`src/edf_annotation_list_parser_defines.svh`:
```
// Assertion helpers shared by the parser RTL.
`ifndef EDF_ANNOTATION_LIST_PARSER_DEFINES_SVH
`define EDF_ANNOTATION_LIST_PARSER_DEFINES_SVH

// Same-cycle implication, off while reset is asserted.
`define EDF_ALP_ASSERT(lbl, clk, rst_n, ante, cons, msg) \
    lbl: assert property (@(posedge clk) disable iff (!(rst_n)) (ante) |-> (cons)) \
        else $error(msg);

// Next-cycle implication, off while reset is asserted.
`define EDF_ALP_ASSERT_NEXT(lbl, clk, rst_n, ante, cons, msg) \
    lbl: assert property (@(posedge clk) disable iff (!(rst_n)) (ante) |=> (cons)) \
        else $error(msg);

`endif

```
`src/edf_alp_pkg.sv`:
```
package edf_alp_pkg;

    localparam int FRACTION_DIGITS = 3;

    localparam int BYTE_W  = 8;
    localparam int ACC_W   = 41;
    localparam int ONSET_W = 41;
    localparam int DUR_W   = 40;

    // fraction digit counter, must reach FRACTION_DIGITS
    localparam int FCNT_W = (FRACTION_DIGITS < 1) ? 1 : $clog2(FRACTION_DIGITS + 1);
    // width of 10^FRACTION_DIGITS
    localparam int POW_W  = $clog2((10 ** FRACTION_DIGITS) + 1);

    localparam logic [ACC_W-1:0] ONSET_CAP = {1'b1, {(ACC_W-1){1'b0}}};
    localparam logic [ACC_W-1:0] DUR_CAP   = {1'b0, {(ACC_W-1){1'b1}}};
    localparam logic [ACC_W-1:0] ONSET_MAX = {1'b0, {(ACC_W-1){1'b1}}};

    localparam logic [63:0] TEN = 64'd10;

    // byte codes
    localparam logic [BYTE_W-1:0] CH_NUL      = 8'h00;
    localparam logic [BYTE_W-1:0] CH_TEXT_SEP = 8'h14;
    localparam logic [BYTE_W-1:0] CH_DUR_SEP  = 8'h15;
    localparam logic [BYTE_W-1:0] CH_PLUS     = 8'h2B;
    localparam logic [BYTE_W-1:0] CH_MINUS    = 8'h2D;
    localparam logic [BYTE_W-1:0] CH_POINT    = 8'h2E;
    localparam logic [BYTE_W-1:0] CH_ZERO     = 8'h30;
    localparam logic [BYTE_W-1:0] CH_NINE     = 8'h39;

    typedef enum logic [2:0] {
        CLS_OTHER,
        CLS_DIGIT,
        CLS_POINT,
        CLS_PLUS,
        CLS_MINUS,
        CLS_TEXT_SEP,
        CLS_DUR_SEP,
        CLS_NUL
    } t_cls;

    typedef struct packed {
        t_cls              cls;
        logic [BYTE_W-1:0] data;
        logic              last;
    } t_q_item;

    localparam int Q_DEPTH = 2;
    localparam int Q_AW    = $clog2(Q_DEPTH);
    localparam int Q_CW    = $clog2(Q_DEPTH + 1);

    typedef logic [FRACTION_DIGITS:0][ACC_W-1:0] t_lim_tab;
    typedef logic [FRACTION_DIGITS:0][POW_W-1:0] t_pow_tab;

    // entry k: largest accumulator that still fits cap after k decimal shifts
    function automatic t_lim_tab make_lim_tab(input logic [63:0] cap);
        t_lim_tab    tab;
        logic [63:0] v;
        v = cap;
        for (int k = 0; k <= FRACTION_DIGITS; k++) begin
            tab[k] = v[ACC_W-1:0];
            v      = v / TEN;
        end
        return tab;
    endfunction

    function automatic t_pow_tab make_pow_tab();
        t_pow_tab    tab;
        logic [63:0] v;
        v = 64'd1;
        for (int k = 0; k <= FRACTION_DIGITS; k++) begin
            tab[k] = v[POW_W-1:0];
            v      = v * TEN;
        end
        return tab;
    endfunction

    localparam t_lim_tab ONSET_LIM = make_lim_tab(64'(ONSET_CAP));
    localparam t_lim_tab DUR_LIM   = make_lim_tab(64'(DUR_CAP));
    localparam t_pow_tab POW10     = make_pow_tab();

endpackage

```
`src/edf_alp_if.sv`:
```
// Record byte channel.
interface edf_alp_in_if;
    logic                              valid;
    logic                              ready;
    logic [edf_alp_pkg::BYTE_W-1:0]    in_byte;
    logic                              record_last;

    modport source (output valid, output in_byte, output record_last, input ready);
    modport sink   (input valid, input in_byte, input record_last, output ready);
endinterface

// Annotation result channel.
interface edf_alp_out_if;
    logic                                 valid;
    logic                                 ready;
    logic                                 kind;
    logic signed [edf_alp_pkg::ONSET_W-1:0] onset_ms;
    logic [edf_alp_pkg::DUR_W-1:0]        duration_ms;
    logic                                 has_duration;
    logic [edf_alp_pkg::BYTE_W-1:0]       text_byte;
    logic                                 text_last;

    modport source (output valid, output kind, output onset_ms, output duration_ms,
                    output has_duration, output text_byte, output text_last,
                    input ready);
    modport sink   (input valid, input kind, input onset_ms, input duration_ms,
                    input has_duration, input text_byte, input text_last,
                    output ready);
endinterface

```
`src/edf_annotation_list_parser.sv`:
```
// Channel  Dir  Payload                                            Accepted when
// i_rec    in   in_byte[7:0], record_last                          valid && ready
// o_ann    out  kind, onset_ms[40:0] s, duration_ms[39:0],         valid && ready
//               has_duration, text_byte[7:0], text_last
//
// One byte per cycle sustained while o_ann is not stalled. A byte accepted into
// the queue waits at the queue head, the parse stage works on it there, and its
// result is registered in the output register. Text results trail by one more item,
// since a text byte is held until the next byte shows whether it ends the text.
// The parse stage handles one byte per cycle unless o_ann stalls: a times-ten add
// and compare per digit, and one multiply by a power of ten at a number terminator.
// Reset is synchronous, active low; it clears the queue, phase and output valid.
// A stalled output holds the parse stage; the two-entry queue keeps i_rec.ready
// high until it fills.
module edf_annotation_list_parser (
    input  logic            i_clk,
    input  logic            i_rst_n,
    edf_alp_in_if.sink      i_rec,
    edf_alp_out_if.source   o_ann
);

    // front -> queue
    logic                   w_push;
    edf_alp_pkg::t_q_item   w_push_item;
    logic                   w_q_full;

    // queue -> back
    logic                   w_q_valid;
    edf_alp_pkg::t_q_item   w_q_item;
    logic                   w_pop;

    // classify raw bytes, stall when the queue is full
    edf_alp_front u_front (
        .i_rec    (i_rec),
        .i_q_full (w_q_full),
        .o_q_push (w_push),
        .o_q_item (w_push_item)
    );

    // short decoupling queue between classify and parse
    edf_alp_queue u_queue (
        .i_clk   (i_clk),
        .i_rst_n (i_rst_n),
        .i_push  (w_push),
        .i_item  (w_push_item),
        .o_full  (w_q_full),
        .i_pop   (w_pop),
        .o_valid (w_q_valid),
        .o_item  (w_q_item)
    );

    // phase machine, number accumulation, text hold-back and output register
    edf_alp_back u_back (
        .i_clk     (i_clk),
        .i_rst_n   (i_rst_n),
        .i_q_valid (w_q_valid),
        .i_q_item  (w_q_item),
        .o_q_pop   (w_pop),
        .o_ann     (o_ann)
    );

endmodule

```
`src/edf_alp_front.sv`:
```
module edf_alp_front (
    edf_alp_in_if.sink             i_rec,
    input  logic                   i_q_full,
    output logic                   o_q_push,
    output edf_alp_pkg::t_q_item   o_q_item
);

    edf_alp_pkg::t_cls w_cls;

    always_comb begin
        if (i_rec.in_byte >= edf_alp_pkg::CH_ZERO && i_rec.in_byte <= edf_alp_pkg::CH_NINE) begin
            w_cls = edf_alp_pkg::CLS_DIGIT;
        end else if (i_rec.in_byte == edf_alp_pkg::CH_POINT) begin
            w_cls = edf_alp_pkg::CLS_POINT;
        end else if (i_rec.in_byte == edf_alp_pkg::CH_PLUS) begin
            w_cls = edf_alp_pkg::CLS_PLUS;
        end else if (i_rec.in_byte == edf_alp_pkg::CH_MINUS) begin
            w_cls = edf_alp_pkg::CLS_MINUS;
        end else if (i_rec.in_byte == edf_alp_pkg::CH_TEXT_SEP) begin
            w_cls = edf_alp_pkg::CLS_TEXT_SEP;
        end else if (i_rec.in_byte == edf_alp_pkg::CH_DUR_SEP) begin
            w_cls = edf_alp_pkg::CLS_DUR_SEP;
        end else if (i_rec.in_byte == edf_alp_pkg::CH_NUL) begin
            w_cls = edf_alp_pkg::CLS_NUL;
        end else begin
            w_cls = edf_alp_pkg::CLS_OTHER;
        end
    end

    assign i_rec.ready    = !i_q_full;
    assign o_q_push       = i_rec.valid && !i_q_full;
    assign o_q_item.cls   = w_cls;
    assign o_q_item.data  = i_rec.in_byte;
    assign o_q_item.last  = i_rec.record_last;

endmodule

```
`src/edf_alp_queue.sv`:
```
`include "edf_annotation_list_parser_defines.svh"

module edf_alp_queue (
    input  logic                   i_clk,
    input  logic                   i_rst_n,
    input  logic                   i_push,
    input  edf_alp_pkg::t_q_item   i_item,
    output logic                   o_full,
    input  logic                   i_pop,
    output logic                   o_valid,
    output edf_alp_pkg::t_q_item   o_item
);

    edf_alp_pkg::t_q_item                 r_mem [edf_alp_pkg::Q_DEPTH];
    logic [edf_alp_pkg::Q_AW-1:0]         r_wr_ptr;
    logic [edf_alp_pkg::Q_AW-1:0]         r_rd_ptr;
    logic [edf_alp_pkg::Q_CW-1:0]         r_count;

    always_ff @(posedge i_clk) begin
        if (!i_rst_n) begin
            r_wr_ptr <= '0;
            r_rd_ptr <= '0;
            r_count  <= '0;
        end else begin
            if (i_push) begin
                r_wr_ptr <= r_wr_ptr + 1'b1;
            end
            if (i_pop) begin
                r_rd_ptr <= r_rd_ptr + 1'b1;
            end
            if (i_push && !i_pop) begin
                r_count <= r_count + 1'b1;
            end else if (i_pop && !i_push) begin
                r_count <= r_count - 1'b1;
            end
        end
    end

    always_ff @(posedge i_clk) begin
        if (i_push) begin
            r_mem[r_wr_ptr] <= i_item;
        end
    end

    assign o_full  = (r_count == edf_alp_pkg::Q_CW'(edf_alp_pkg::Q_DEPTH));
    assign o_valid = (r_count != '0);
    assign o_item  = r_mem[r_rd_ptr];

    `EDF_ALP_ASSERT(a_q_no_underflow, i_clk, i_rst_n, i_pop, r_count != '0, "pop from empty queue")
    `EDF_ALP_ASSERT(a_q_no_overflow, i_clk, i_rst_n, i_push, !o_full || i_pop, "push into full queue")

endmodule

```
`src/edf_alp_back.sv`:
```
`include "edf_annotation_list_parser_defines.svh"

module edf_alp_back (
    input  logic                   i_clk,
    input  logic                   i_rst_n,
    input  logic                   i_q_valid,
    input  edf_alp_pkg::t_q_item   i_q_item,
    output logic                   o_q_pop,
    edf_alp_out_if.source          o_ann
);

    typedef enum logic [2:0] {
        PH_SIGN,
        PH_ONSET,
        PH_DUR,
        PH_AFTER_SEP,
        PH_TEXT,
        PH_PAD,
        PH_SKIP
    } t_phase;

    localparam int ACC_W = edf_alp_pkg::ACC_W;
    localparam int DUR_W = edf_alp_pkg::DUR_W;
    localparam int FCNT_W = edf_alp_pkg::FCNT_W;
    localparam int POW_W = edf_alp_pkg::POW_W;

    t_phase                    r_phase, n_phase;
    logic [ACC_W-1:0]          r_onset_acc, n_onset_acc;
    logic                      r_neg, n_neg;
    logic [DUR_W-1:0]          r_dur_acc, n_dur_acc;
    logic                      r_dur_seen, n_dur_seen;
    logic                      r_point_seen, n_point_seen;
    logic [FCNT_W-1:0]         r_frac_cnt, n_frac_cnt;
    logic                      r_digit_seen, n_digit_seen;
    logic [7:0]                r_held_byte, n_held_byte;
    logic                      r_held_valid, n_held_valid;

    logic                      r_out_valid, n_out_valid;
    logic                      r_out_kind;
    logic [ACC_W-1:0]          r_out_onset;
    logic [DUR_W-1:0]          r_out_dur;
    logic                      r_out_has_dur;
    logic [7:0]                r_out_byte;
    logic                      r_out_last;

    logic                      w_go;
    logic                      w_emit;
    logic                      w_err;
    logic                      w_emit_last;
    logic                      w_sign_chk;
    logic                      w_is_onset;
    logic [ACC_W-1:0]          w_acc;
    logic [ACC_W-1:0]          w_cap;
    logic [ACC_W+3:0]          w_push_full;
    logic [ACC_W-1:0]          w_pushed;
    logic [FCNT_W-1:0]         w_k;
    logic [ACC_W-1:0]          w_lim;
    logic [ACC_W+POW_W-1:0]    w_scale_prod;
    logic [ACC_W-1:0]          w_scaled;
    logic                      w_frac_full;
    logic [ACC_W-1:0]          w_onset_out;

    // shared decimal unit, onset or duration depending on phase
    assign w_is_onset   = (r_phase == PH_ONSET);
    assign w_acc        = w_is_onset ? r_onset_acc : {1'b0, r_dur_acc};
    assign w_cap        = w_is_onset ? edf_alp_pkg::ONSET_CAP : edf_alp_pkg::DUR_CAP;
    assign w_push_full  = {1'b0, w_acc, 3'b000} + {3'b000, w_acc, 1'b0}
                          + (ACC_W+4)'(i_q_item.data[3:0]);
    assign w_pushed     = (w_push_full > {4'b0000, w_cap}) ? w_cap : w_push_full[ACC_W-1:0];

    // missing fraction digits: one multiply by 10^k with saturation
    assign w_k          = FCNT_W'(edf_alp_pkg::FRACTION_DIGITS) - r_frac_cnt;
    assign w_lim        = w_is_onset ? edf_alp_pkg::ONSET_LIM[w_k] : edf_alp_pkg::DUR_LIM[w_k];
    assign w_scale_prod = w_acc * edf_alp_pkg::POW10[w_k];
    assign w_scaled     = (w_acc > w_lim) ? w_cap : w_scale_prod[ACC_W-1:0];
    assign w_frac_full  = (r_frac_cnt >= FCNT_W'(edf_alp_pkg::FRACTION_DIGITS));

    assign w_onset_out  = r_neg ? (ACC_W'(0) - r_onset_acc)
                        : (r_onset_acc[ACC_W-1] ? edf_alp_pkg::ONSET_MAX : r_onset_acc);

    assign w_go         = i_q_valid && (!r_out_valid || o_ann.ready);
    assign o_q_pop      = w_go;

    always_comb begin
        n_phase      = r_phase;
        n_onset_acc  = r_onset_acc;
        n_neg        = r_neg;
        n_dur_acc    = r_dur_acc;
        n_dur_seen   = r_dur_seen;
        n_point_seen = r_point_seen;
        n_frac_cnt   = r_frac_cnt;
        n_digit_seen = r_digit_seen;
        n_held_byte  = r_held_byte;
        n_held_valid = r_held_valid;
        w_emit       = 1'b0;
        w_err        = 1'b0;
        w_emit_last  = 1'b0;
        w_sign_chk   = 1'b0;

        if (w_go) begin
            unique case (r_phase)
                PH_SIGN: begin
                    if (r_held_valid) begin
                        w_emit       = 1'b1;
                        w_emit_last  = 1'b1;
                        n_held_valid = 1'b0;
                    end
                    w_sign_chk = 1'b1;
                end
                PH_PAD: begin
                    w_sign_chk = (i_q_item.cls != edf_alp_pkg::CLS_NUL);
                end
                PH_ONSET, PH_DUR: begin
                    case (i_q_item.cls) inside
                        edf_alp_pkg::CLS_DIGIT: begin
                            n_digit_seen = 1'b1;
                            if (!(r_point_seen && w_frac_full)) begin
                                if (w_is_onset) begin
                                    n_onset_acc = w_pushed;
                                end else begin
                                    n_dur_acc = w_pushed[DUR_W-1:0];
                                end
                                if (r_point_seen) begin
                                    n_frac_cnt = r_frac_cnt + 1'b1;
                                end
                            end
                        end
                        edf_alp_pkg::CLS_POINT: begin
                            if (r_point_seen) begin
                                w_err = 1'b1;
                            end else begin
                                n_point_seen = 1'b1;
                            end
                        end
                        edf_alp_pkg::CLS_TEXT_SEP, edf_alp_pkg::CLS_DUR_SEP: begin
                            if (i_q_item.cls == edf_alp_pkg::CLS_DUR_SEP && !w_is_onset) begin
                                w_err = 1'b1;
                            end else if (!r_digit_seen) begin
                                w_err = 1'b1;
                            end else begin
                                if (w_is_onset) begin
                                    n_onset_acc = w_scaled;
                                end else begin
                                    n_dur_acc = w_scaled[DUR_W-1:0];
                                end
                                n_point_seen = 1'b0;
                                n_frac_cnt   = '0;
                                n_digit_seen = 1'b0;
                                if (i_q_item.cls == edf_alp_pkg::CLS_DUR_SEP) begin
                                    n_dur_seen = 1'b1;
                                    n_dur_acc  = '0;
                                    n_phase    = PH_DUR;
                                end else begin
                                    n_phase = PH_AFTER_SEP;
                                end
                            end
                        end
                        default: begin
                            w_err = 1'b1;
                        end
                    endcase
                    if (w_err) begin
                        w_emit  = 1'b1;
                        n_phase = PH_SKIP;
                    end
                end
                PH_AFTER_SEP: begin
                    if (i_q_item.cls == edf_alp_pkg::CLS_NUL
                        || i_q_item.cls == edf_alp_pkg::CLS_TEXT_SEP) begin
                        n_phase = PH_PAD;
                    end else begin
                        n_held_byte  = i_q_item.data;
                        n_held_valid = 1'b1;
                        n_phase      = PH_TEXT;
                    end
                end
                PH_TEXT: begin
                    w_emit = 1'b1;
                    if (i_q_item.cls == edf_alp_pkg::CLS_TEXT_SEP) begin
                        w_emit_last  = 1'b1;
                        n_held_valid = 1'b0;
                        n_phase      = PH_AFTER_SEP;
                    end else begin
                        n_held_byte = i_q_item.data;
                    end
                end
                default: begin
                end
            endcase

            if (w_sign_chk) begin
                if (i_q_item.cls == edf_alp_pkg::CLS_PLUS
                    || i_q_item.cls == edf_alp_pkg::CLS_MINUS) begin
                    n_neg        = (i_q_item.cls == edf_alp_pkg::CLS_MINUS);
                    n_onset_acc  = '0;
                    n_dur_acc    = '0;
                    n_dur_seen   = 1'b0;
                    n_point_seen = 1'b0;
                    n_frac_cnt   = '0;
                    n_digit_seen = 1'b0;
                    n_phase      = PH_ONSET;
                end else begin
                    n_phase = PH_SKIP;
                end
            end

            if (i_q_item.last) begin
                n_phase = PH_SIGN;
            end
        end

        if (w_go) begin
            n_out_valid = w_emit;
        end else begin
            n_out_valid = r_out_valid && !o_ann.ready;
        end
    end

    always_ff @(posedge i_clk) begin
        if (!i_rst_n) begin
            r_phase      <= PH_SIGN;
            r_onset_acc  <= '0;
            r_neg        <= 1'b0;
            r_dur_acc    <= '0;
            r_dur_seen   <= 1'b0;
            r_point_seen <= 1'b0;
            r_frac_cnt   <= '0;
            r_digit_seen <= 1'b0;
            r_held_byte  <= '0;
            r_held_valid <= 1'b0;
            r_out_valid  <= 1'b0;
        end else begin
            r_phase      <= n_phase;
            r_onset_acc  <= n_onset_acc;
            r_neg        <= n_neg;
            r_dur_acc    <= n_dur_acc;
            r_dur_seen   <= n_dur_seen;
            r_point_seen <= n_point_seen;
            r_frac_cnt   <= n_frac_cnt;
            r_digit_seen <= n_digit_seen;
            r_held_byte  <= n_held_byte;
            r_held_valid <= n_held_valid;
            r_out_valid  <= n_out_valid;
            if (w_go && w_emit) begin
                r_out_kind    <= w_err;
                r_out_onset   <= w_err ? '0 : w_onset_out;
                r_out_dur     <= (w_err || !r_dur_seen) ? '0 : r_dur_acc;
                r_out_has_dur <= !w_err && r_dur_seen;
                r_out_byte    <= w_err ? '0 : r_held_byte;
                r_out_last    <= !w_err && w_emit_last;
            end
        end
    end

    assign o_ann.valid        = r_out_valid;
    assign o_ann.kind         = r_out_kind;
    assign o_ann.onset_ms     = $signed(r_out_onset);
    assign o_ann.duration_ms  = r_out_dur;
    assign o_ann.has_duration = r_out_has_dur;
    assign o_ann.text_byte    = r_out_byte;
    assign o_ann.text_last    = r_out_last;

    `EDF_ALP_ASSERT(a_held_phase, i_clk, i_rst_n, r_held_valid,
        (r_phase == PH_TEXT) || (r_phase == PH_SIGN), "held byte outside text")
    `EDF_ALP_ASSERT(a_acc_range, i_clk, i_rst_n, 1'b1,
        (r_onset_acc <= edf_alp_pkg::ONSET_CAP)
        && (r_frac_cnt <= FCNT_W'(edf_alp_pkg::FRACTION_DIGITS)), "accumulator out of range")
    `EDF_ALP_ASSERT(a_err_clean, i_clk, i_rst_n, r_out_valid && r_out_kind,
        (r_out_onset == '0) && (r_out_dur == '0) && !r_out_has_dur
        && (r_out_byte == '0) && !r_out_last, "error item carries payload")
    `EDF_ALP_ASSERT_NEXT(a_skip_holds, i_clk, i_rst_n,
        w_go && (r_phase == PH_SKIP) && !i_q_item.last,
        (r_phase == PH_SKIP) && !r_out_valid, "skip left early or emitted")

endmodule
```
`src/flat_wrapper.sv`:
```
// flat-port wrapper written by rule: the top's interface ports become plain ports
module edf_annotation_list_parser_flat 
  (i_clk, i_rst_n, i_rec_valid, i_rec_in_byte, i_rec_record_last, i_rec_ready, o_ann_valid, o_ann_kind, o_ann_onset_ms, o_ann_duration_ms, o_ann_has_duration, o_ann_text_byte, o_ann_text_last, o_ann_ready);
  edf_alp_in_if i_rec_i ();
  edf_alp_out_if o_ann_i ();
  input  logic i_clk;
  input  logic i_rst_n;
  input wire logic [$bits(i_rec_i.valid)-1:0] i_rec_valid;
  input wire logic [$bits(i_rec_i.in_byte)-1:0] i_rec_in_byte;
  input wire logic [$bits(i_rec_i.record_last)-1:0] i_rec_record_last;
  output wire logic [$bits(i_rec_i.ready)-1:0] i_rec_ready;
  output wire logic [$bits(o_ann_i.valid)-1:0] o_ann_valid;
  output wire logic [$bits(o_ann_i.kind)-1:0] o_ann_kind;
  output wire logic [$bits(o_ann_i.onset_ms)-1:0] o_ann_onset_ms;
  output wire logic [$bits(o_ann_i.duration_ms)-1:0] o_ann_duration_ms;
  output wire logic [$bits(o_ann_i.has_duration)-1:0] o_ann_has_duration;
  output wire logic [$bits(o_ann_i.text_byte)-1:0] o_ann_text_byte;
  output wire logic [$bits(o_ann_i.text_last)-1:0] o_ann_text_last;
  input wire logic [$bits(o_ann_i.ready)-1:0] o_ann_ready;
  assign i_rec_i.valid = i_rec_valid;
  assign i_rec_i.in_byte = i_rec_in_byte;
  assign i_rec_i.record_last = i_rec_record_last;
  assign i_rec_ready = i_rec_i.ready;
  assign o_ann_valid = o_ann_i.valid;
  assign o_ann_kind = o_ann_i.kind;
  assign o_ann_onset_ms = o_ann_i.onset_ms;
  assign o_ann_duration_ms = o_ann_i.duration_ms;
  assign o_ann_has_duration = o_ann_i.has_duration;
  assign o_ann_text_byte = o_ann_i.text_byte;
  assign o_ann_text_last = o_ann_i.text_last;
  assign o_ann_i.ready = o_ann_ready;
  edf_annotation_list_parser u_core (.i_clk(i_clk), .i_rst_n(i_rst_n), .i_rec(i_rec_i), .o_ann(o_ann_i));
endmodule
```
`config.mk`:
```
export PLATFORM = sky130hd
export DESIGN_NAME = edf_annotation_list_parser_flat
export DESIGN_NICKNAME = d
export VERILOG_FILES = /design/src/edf_alp_pkg.sv /design/src/edf_alp_if.sv /design/src/edf_annotation_list_parser.sv /design/src/edf_alp_front.sv /design/src/edf_alp_queue.sv /design/src/edf_alp_back.sv /design/src/flat_wrapper.sv
export VERILOG_INCLUDE_DIRS = /design/src /design/src/src
export SDC_FILE = /design/constraint.sdc
export NUM_CORES = 2
export LEC_CHECK = 0
export ABC_AREA = 1
export BUFFER_PORTS_ARGS = -buffer_cell sky130_fd_sc_hd__clkbuf_2
export CORE_UTILIZATION = 30
export CTS_CLUSTER_DIAMETER = 60
export DETAILED_ROUTE_END_ITERATION = 10
export GPL_TIMING_DRIVEN = 0
export PLACE_DENSITY_LB_ADDON = 0.12
export SYNTH_ARGS = -nofsm -noshare
export SYNTH_HDL_FRONTEND = slang
export SYNTH_SLANG_ARGS = --single-unit
```
`constraint.sdc`:
```
create_clock -name i_clk -period 9.4 [get_ports i_clk]
set_clock_uncertainty 0.15 [all_clocks]
set_input_delay 0.47 -clock i_clk [delete_from_list [all_inputs] [get_ports i_clk]]
set_output_delay 0.47 -clock i_clk [all_outputs]
set_load 0.005 [all_outputs]
```
Word-level counts from Yosys, hierarchy flattened
Memories as Yosys holds them, arrays and structs flattened. A register that Yosys moved wholly into a read port is not among the register bits.
Cells that the tools add are included.
Operators by class
  add/sub/neg operators: 9
  $mul: 1
  divide/modulo/power cells: 0
  order comparisons: 6
  equal/unequal tests: 28
  shift operators: 0
  muxes and demuxes: 122
  bitwise gates (word level): 0
  reduce and logical (&&, ||, !) cells: 37
Operators by type and width (count)
  41-bit 2-to-1 mux: 19
  40-bit 2-to-1 mux: 13
  41-bit binary-select mux with 2-bit select: 2
  3-bit 2-to-1 mux: 17
  1-bit 2-to-1 mux: 49
  44-bit by 42-bit adder with 45-bit output: 1
  45-bit by 4-bit adder with 45-bit output: 1
  45-bit by 41-bit > comparator with 1-bit output: 1
  41-bit > comparator: 1
  41-bit by 10-bit multiplier with 41-bit output: 1
  1-bit by 41-bit subtractor with 41-bit output (first input constant): 1
  8-bit by 6-bit equality test with 1-bit output (second input constant): 3
  2-bit 2-to-1 mux: 12
  10-bit binary-select mux with 2-bit select: 1
  5-bit inequality test (second input constant): 4
  3-bit equality test (second input constant): 6
  8-bit by 5-bit equality test with 1-bit output (second input constant): 2
  8-bit 2-to-1 mux: 2
  8-bit one-hot mux with 2 select lines: 1
  3-bit by 2-bit equality test with 1-bit output (second input constant): 4
  1-bit logical AND: 11
  10-bit 2-to-1 mux: 1
  3-bit one-hot mux with 3 select lines: 1
  8-bit by 6-bit >= comparator with 1-bit output (second input constant): 1
  other kinds (27): 48
Word-level totals
  flip-flop bits (word level): 196
  latch bits: 0
  bits in writable memories: 24
  bits in read-only memories: 0
  input bits: 13
  output and inout port bits: 94
  logic and storage cells: 224
  memories: 1
Memories
  u_core.u_queue.r_mem: depth 2, width 12, read ports 1, clocked after Yosys merged registers in 1, wr ports 1, RTL line edf_alp_queue.sv:14  | edf_alp_pkg::t_q_item r_mem [edf_alp_pkg::Q_DEPTH];

Depth between registers and ports, before layout
  word-level depth: 16
  mapped depth: 45
  mapped depth without buffers: 40

Hierarchy
From an unflattened synthesis, not the netlist that was laid out.
Second synthesis, totals
  cell total of the unflattened synthesis: 4179
  area total of the unflattened synthesis: 28584.9 sq um
Modules (own cells, without submodules)
  edf_alp_back: instances 1, cells each 4048, area each 27162.3 sq um, seq. area each 4764.6 sq um
  edf_alp_queue: instances 1, cells each 72, area each 1132.3 sq um, seq. area each 820.8 sq um
  edf_alp_front: instances 1, cells each 59, area each 290.3 sq um, seq. area each 0.0 sq um

Worst setup path after synthesis
Ideal clock, no wire load.
  path kind: reg2reg
  start: register u_core.u_back.r_phase[2]
  end: register u_core.u_back.r_onset_acc[26]
  setup time: 0.132 ns
  arrival time: 6.163 ns
  data required time: 9.118 ns
  setup slack: 2.956 ns
  cell stages (with the launch flop): 31
  path buffers: 3
  clock period less this slack: 6.444 ns
  cell sequence: dfxtp_1 -> inv_2 -> nand3_2 -> buf_2 -> clkbuf_1 -> buf_2 -> o21ai_0 -> inv_1 -> nand2_1 -> fa_1 -> inv_1 -> fa_1 -> fa_1 -> fa_1 -> inv_1 -> fa_1 -> inv_1 -> ha_1 -> nand2_1 -> nand2_1 -> inv_1 -> o21ai_0 -> a21oi_1 -> o21ai_0 -> a21boi_0 -> o21ai_0 -> xor2_1 -> a22oi_1 -> nand2_1 -> nand2_1 -> a21oi_1
On the way
  longest elaborated chain between the ends: 13
  elaborated cells on any way between the ends: 30
  those cells by class: add/sub (2); mul (1); order compare (2); eq/ne (3); mux (18); reduce/logical (4)
RTL lines
  start, declared: RTL line edf_alp_back.sv:27  | t_phase r_phase, n_phase;
  start signal, assigned: RTL line edf_alp_back.sv:233  | r_phase <= n_phase;
  branches (longest 12 deep; another with 44-bit by 42-bit adder with 45-bit output)
  41-bit 2-to-1 mux *: RTL line edf_alp_back.sv:191  | if (w_sign_chk) begin
  end signal, assigned: RTL line edf_alp_back.sv:234  | r_onset_acc <= n_onset_acc;
  end, declared: RTL line edf_alp_back.sv:28  | logic [ACC_W-1:0] r_onset_acc, n_onset_acc;
Mark *: on every way between the ends. The select of a mux whose other input is x is not followed.
A chain may end at the register's enable or synchronous reset.

Worst setup path after layout
  start: register u_core.u_back.r_phase[2]
  end: register u_core.u_back.r_dur_acc[38]
On the way
  longest elaborated chain between the ends: 14
  elaborated cells on any way between the ends: 31
  those cells by class: add/sub (2); mul (1); order compare (2); eq/ne (3); mux (19); reduce/logical (4)
RTL lines
  branches (longest 13 deep; another with 44-bit by 42-bit adder with 45-bit output)
  40-bit 2-to-1 mux *: RTL line edf_alp_back.sv:191
  end signal, assigned: RTL line edf_alp_back.sv:236  | r_dur_acc <= n_dur_acc;
  end, declared: RTL line edf_alp_back.sv:30  | logic [DUR_W-1:0] r_dur_acc, n_dur_acc;
Marks and branches as above.

==> run_results.csv <==
group,metric,value,unit
run_status,status,"completed",
global_routing,grt.overflow.total,0,
worst_setup_path,crit_path_start_kind,"flip-flop",
final_layout,syn2layout_area_growth,10.9,%
timing,min_period_over_period,95.6,%
synth,yosys-top-cells-area,"nand2_1 (16%), fa_1 (15%), edfxtp_1 (12%)",
synth,synth-edff-count,116,
final_layout,mostFrequentLayoutCells,"nand2_1 (1213), inv_1 (772), nor2_1 (392)",
timing,whs,0.0228,ns
floorplanning,start_util,30.4,%
timing,fin_crit,8.99,ns
hold_path,min_from,"i_rec_in_byte[0]",
place,io_buffers,106,
clock_tree,worstSkewPairLatency,0.57,ns
worst_setup_path,r2r-start,"u_core.u_back.r_phase[2]$_SDFFE_PN0P_",
worst_setup_path,crit_top_cell,"nand2_1",
floorplanning,die_w,313,um
global_routing,grt_pass1_wl,176000,um
global_routing,antenna_found_initial,2,
routing,postRouteAntennaNets,0,
synth,synth_flop_cell,"edfxtp_1",
synth,netlist.top_cell.by_area,"nand2_1",
worst_setup_path,critPathMaxFanout,10,
routing,vias_per_cell,4.93,
worst_setup_path,cp-startpoint,"u_core.u_back.r_phase[2]$_SDFFE_PN0P_",
clock_tree,post-cts-setup-buffers,0,
floorplanning,dieArea,0.0981,mm^2
synth,syn_inst,4312,
synth,ys_async_sr_fraction,0,%
worst_setup_path,reg2reg_depth,30,
worst_setup_path,worst-path-stages,30,
final_layout,multi_input_area,0.0199,mm^2
synth,syn_area_per_cell,6.74,um^2
worst_setup_path,crit_type,"reg2reg",
worst_setup_path,worstReg2RegEnd,"u_core.u_back.r_dur_acc[38]$_SDFFE_PN0P_",
synth,synth_top_cell_area_share,15.7,%
place,pre_cts_ws,-0.0133,ns
synth,synth_seq_cells,221,
final_layout,seq_area,0.00559,mm^2
floorplanning,die_h,313,um
timing,tightest_slew,1.32,ns
floorplanning,rows,113,
synth,ys_seq_area_share,19.2,%
worst_setup_path,cp_slowest_cell,"clkbuf_1",
final_layout,nets,4948,
timing,hold_violations,0,
worst_setup_path,r2r_slack,0.41,ns
synth,yosysUniqueCellTypes,59,
synth,synth.cell_area,0.0290,mm^2
final_layout,fin_area,0.0322,mm^2
floorplanning,pin_count,107,
routing,avgRoutedWirePerCell,20.5,um
routing,route.detailed.drc,0,
worst_setup_path,worst_ep_required_time,9.67,ns
place,hpwlAfterDp,99200,um
timing,maxSlewViolCount,0,
routing,firstDrtPassIters,7,
clock_tree,clockBufferDepth,3,
flow_run,cap_violations,0,
routing,via_count,28300,
timing,max_slew_margin,11.2,%
worst_setup_path,crit_path_end,"u_core.u_back.r_dur_acc[38]$_SDFFE_PN0P_",
final_layout,postLayoutCoreUtil,33.7,%
worst_setup_path,end_kind,"flip-flop",
routing,drtIter0Drc,2824,
clock_tree,root_buffer,"clkbuf_16",
clock_tree,clk_pin_slew_worst_paths,0.06,ns
worst_setup_path,critPathBufInv,8,
clock_tree,htreeDepth,1,
floorplanning,coreArea,0.0954,mm^2
timing,max_freq,111,MHz
worst_setup_path,slowest_delay,0.59,ns
worst_setup_path,path_delay_family,"adder cells",
place,place_congestion,0.963,
clock_tree,cts.sinks,221,
timing,setup_slack,0.411,ns
timing,rsz0062_at_grt,"false",
routing,wl,117000,um
global_routing,grt_usage,23.8,%
timing,finalSetupViolCount,0,
clock_tree,cts_inserted_buffers,26,
clock_tree,cts_tree,"done",
worst_setup_path,worstPathArrival,9.26,ns
synth,synthesis.nets,4803,
global_routing,grt_max_degree,42,
final_layout,fill_cells,10600,
global_routing,grt_pass1_vias,27000,
synth,ys_warn_count,0,
hold_path,hold_path.class,"in2reg",
final_layout,layout_commonest_cell,"nand2_1",
final_layout,drive_above_1_share,6.08,%
place,placed_area,0.0313,mm^2
## per-stage QoR
stage,cells,setup TNS [ns]
3_5_place_dp,5689,-0.0133
2_1_floorplan,4312,0
5_1_grt,5741,0
4_1_cts,5741,0
6_report,5743,0
3_3_place_gp,5683,-0.0914
## worst reg2reg max path, delay by kind of cell (launching register included)
family          cells  cell delay (ns)
flops               1             0.49
fa+ha+maj           6             2.93
buf+inv             8             2.25
simple gates       13             1.90
compound gates      2             0.61
xor+xnor            1             0.51
## area by class of cell
type / count / share of cell area, %
antenna: 2 / 0.0155
buffer: 132 / 1.73
clock buffer: 33 / 2.10
clock inverter: 14 / 0.474
inverter: 805 / 9.39
multi-input combinational: 3154 / 61.9
sequential: 221 / 17.3
tap: 1265 / 4.91
timing repair buffer: 117 / 2.13
## worst min path at each step
| stage | end | slack, ns | depth (start not counted) |
|---|---|---|---|
| floorplan | flip-flop | 0.28 | 1 |
| global placement | u_core.u_queue.r_rd_ptr$_SDFFE_PN0P_ | 0.29 | 1 |
| detailed placement | flip-flop | 0.29 | 1 |
| CTS | u_core.u_queue.r_mem[1][4]$_DFFE_PP_ | 0.01 | 1 |
| global route | u_core.u_queue.r_mem[1][1]$_DFFE_PP_ | 0.02 | 1 |
| finish | u_core.u_queue.r_mem[1][1]$_DFFE_PP_ | 0.02 | 1 |
## flip-flops by register name (all words and copies together), names as in the netlist, 2 cells and up, named ones only
register / flops
u_core.u_queue.r_count: 2
u_core.u_queue.r_mem: 24
u_core.u_back.r_held_byte: 8
u_core.u_back.r_frac_cnt: 2
u_core.u_back.r_onset_acc: 41
u_core.u_back.r_phase: 3
u_core.u_back.o_ann.text_byte: 8
u_core.u_back.r_dur_acc: 40
u_core.u_back.o_ann.onset_ms: 41
u_core.u_back.o_ann.duration_ms: 40
## metal layers
layer	global-route usage, %	vias up	wire length (um)	share of wire [%]
met2	37.3	897	51300	44
met3	2.69	107	7060	6.0
met5	0	-	13	0.011
met1	34.7	13400	56100	48
li1	-	13900	-	-
met4	5.41	2	2970	2.5
## cell usage after synthesis, drive strengths merged, types with 2 or more instances
cell    number
nor2       412
nor4        13
xor2        62
nor3        54
clkinv       4
ha         262
or2          6
o21ai      320
o211ai      22
a21o         5
nand3b       4
buf         44
o311ai       2
a21boi       4
o21a         5
nand4       54
mux2i        2
o21bai      19
xnor2       30
inv        801
and3         3
o31ai        5
nor3b        2
nand3      105
a221oi       4
a22oi        5
a31oi       20
edfxtp     116
clkbuf      88
and2         4
nand2     1221
mux2         3
dfxtp      105
fa         216
a211oi      15
a21oi      270
## kinds of logic (layout without fill, tap and decap cells)
| logic type | count (synthesis) | in the layout | synth area share (%) |
|---|---|---|---|
| flip-flops | 221 | 221 | 19.2 |
| buffers and inverters | 937 | 1101 | 12.3 |
| AO/OA/AOI/OAI | 700 | 700 | 13.1 |
| XOR/XNOR | 92 | 92 | 2.77 |
| multiplexers | 5 | 5 | 0.185 |
| AND/OR/NAND/NOR | 1879 | 1879 | 26.2 |
| other | 0 | 2 | 0 |
| adder cells (fa/ha/maj) | 478 | 478 | 26.2 |
## what timing repair did
item	in CTS	in global routing
hold endpoints to repair	10	0
resized for setup	3	14
hold buffers	5	0
setup endpoints to repair	3	74
Power is left out: the tool's default activity adds up to more than one toggle a clock period on the data nets, which glitch-free logic cannot reach.
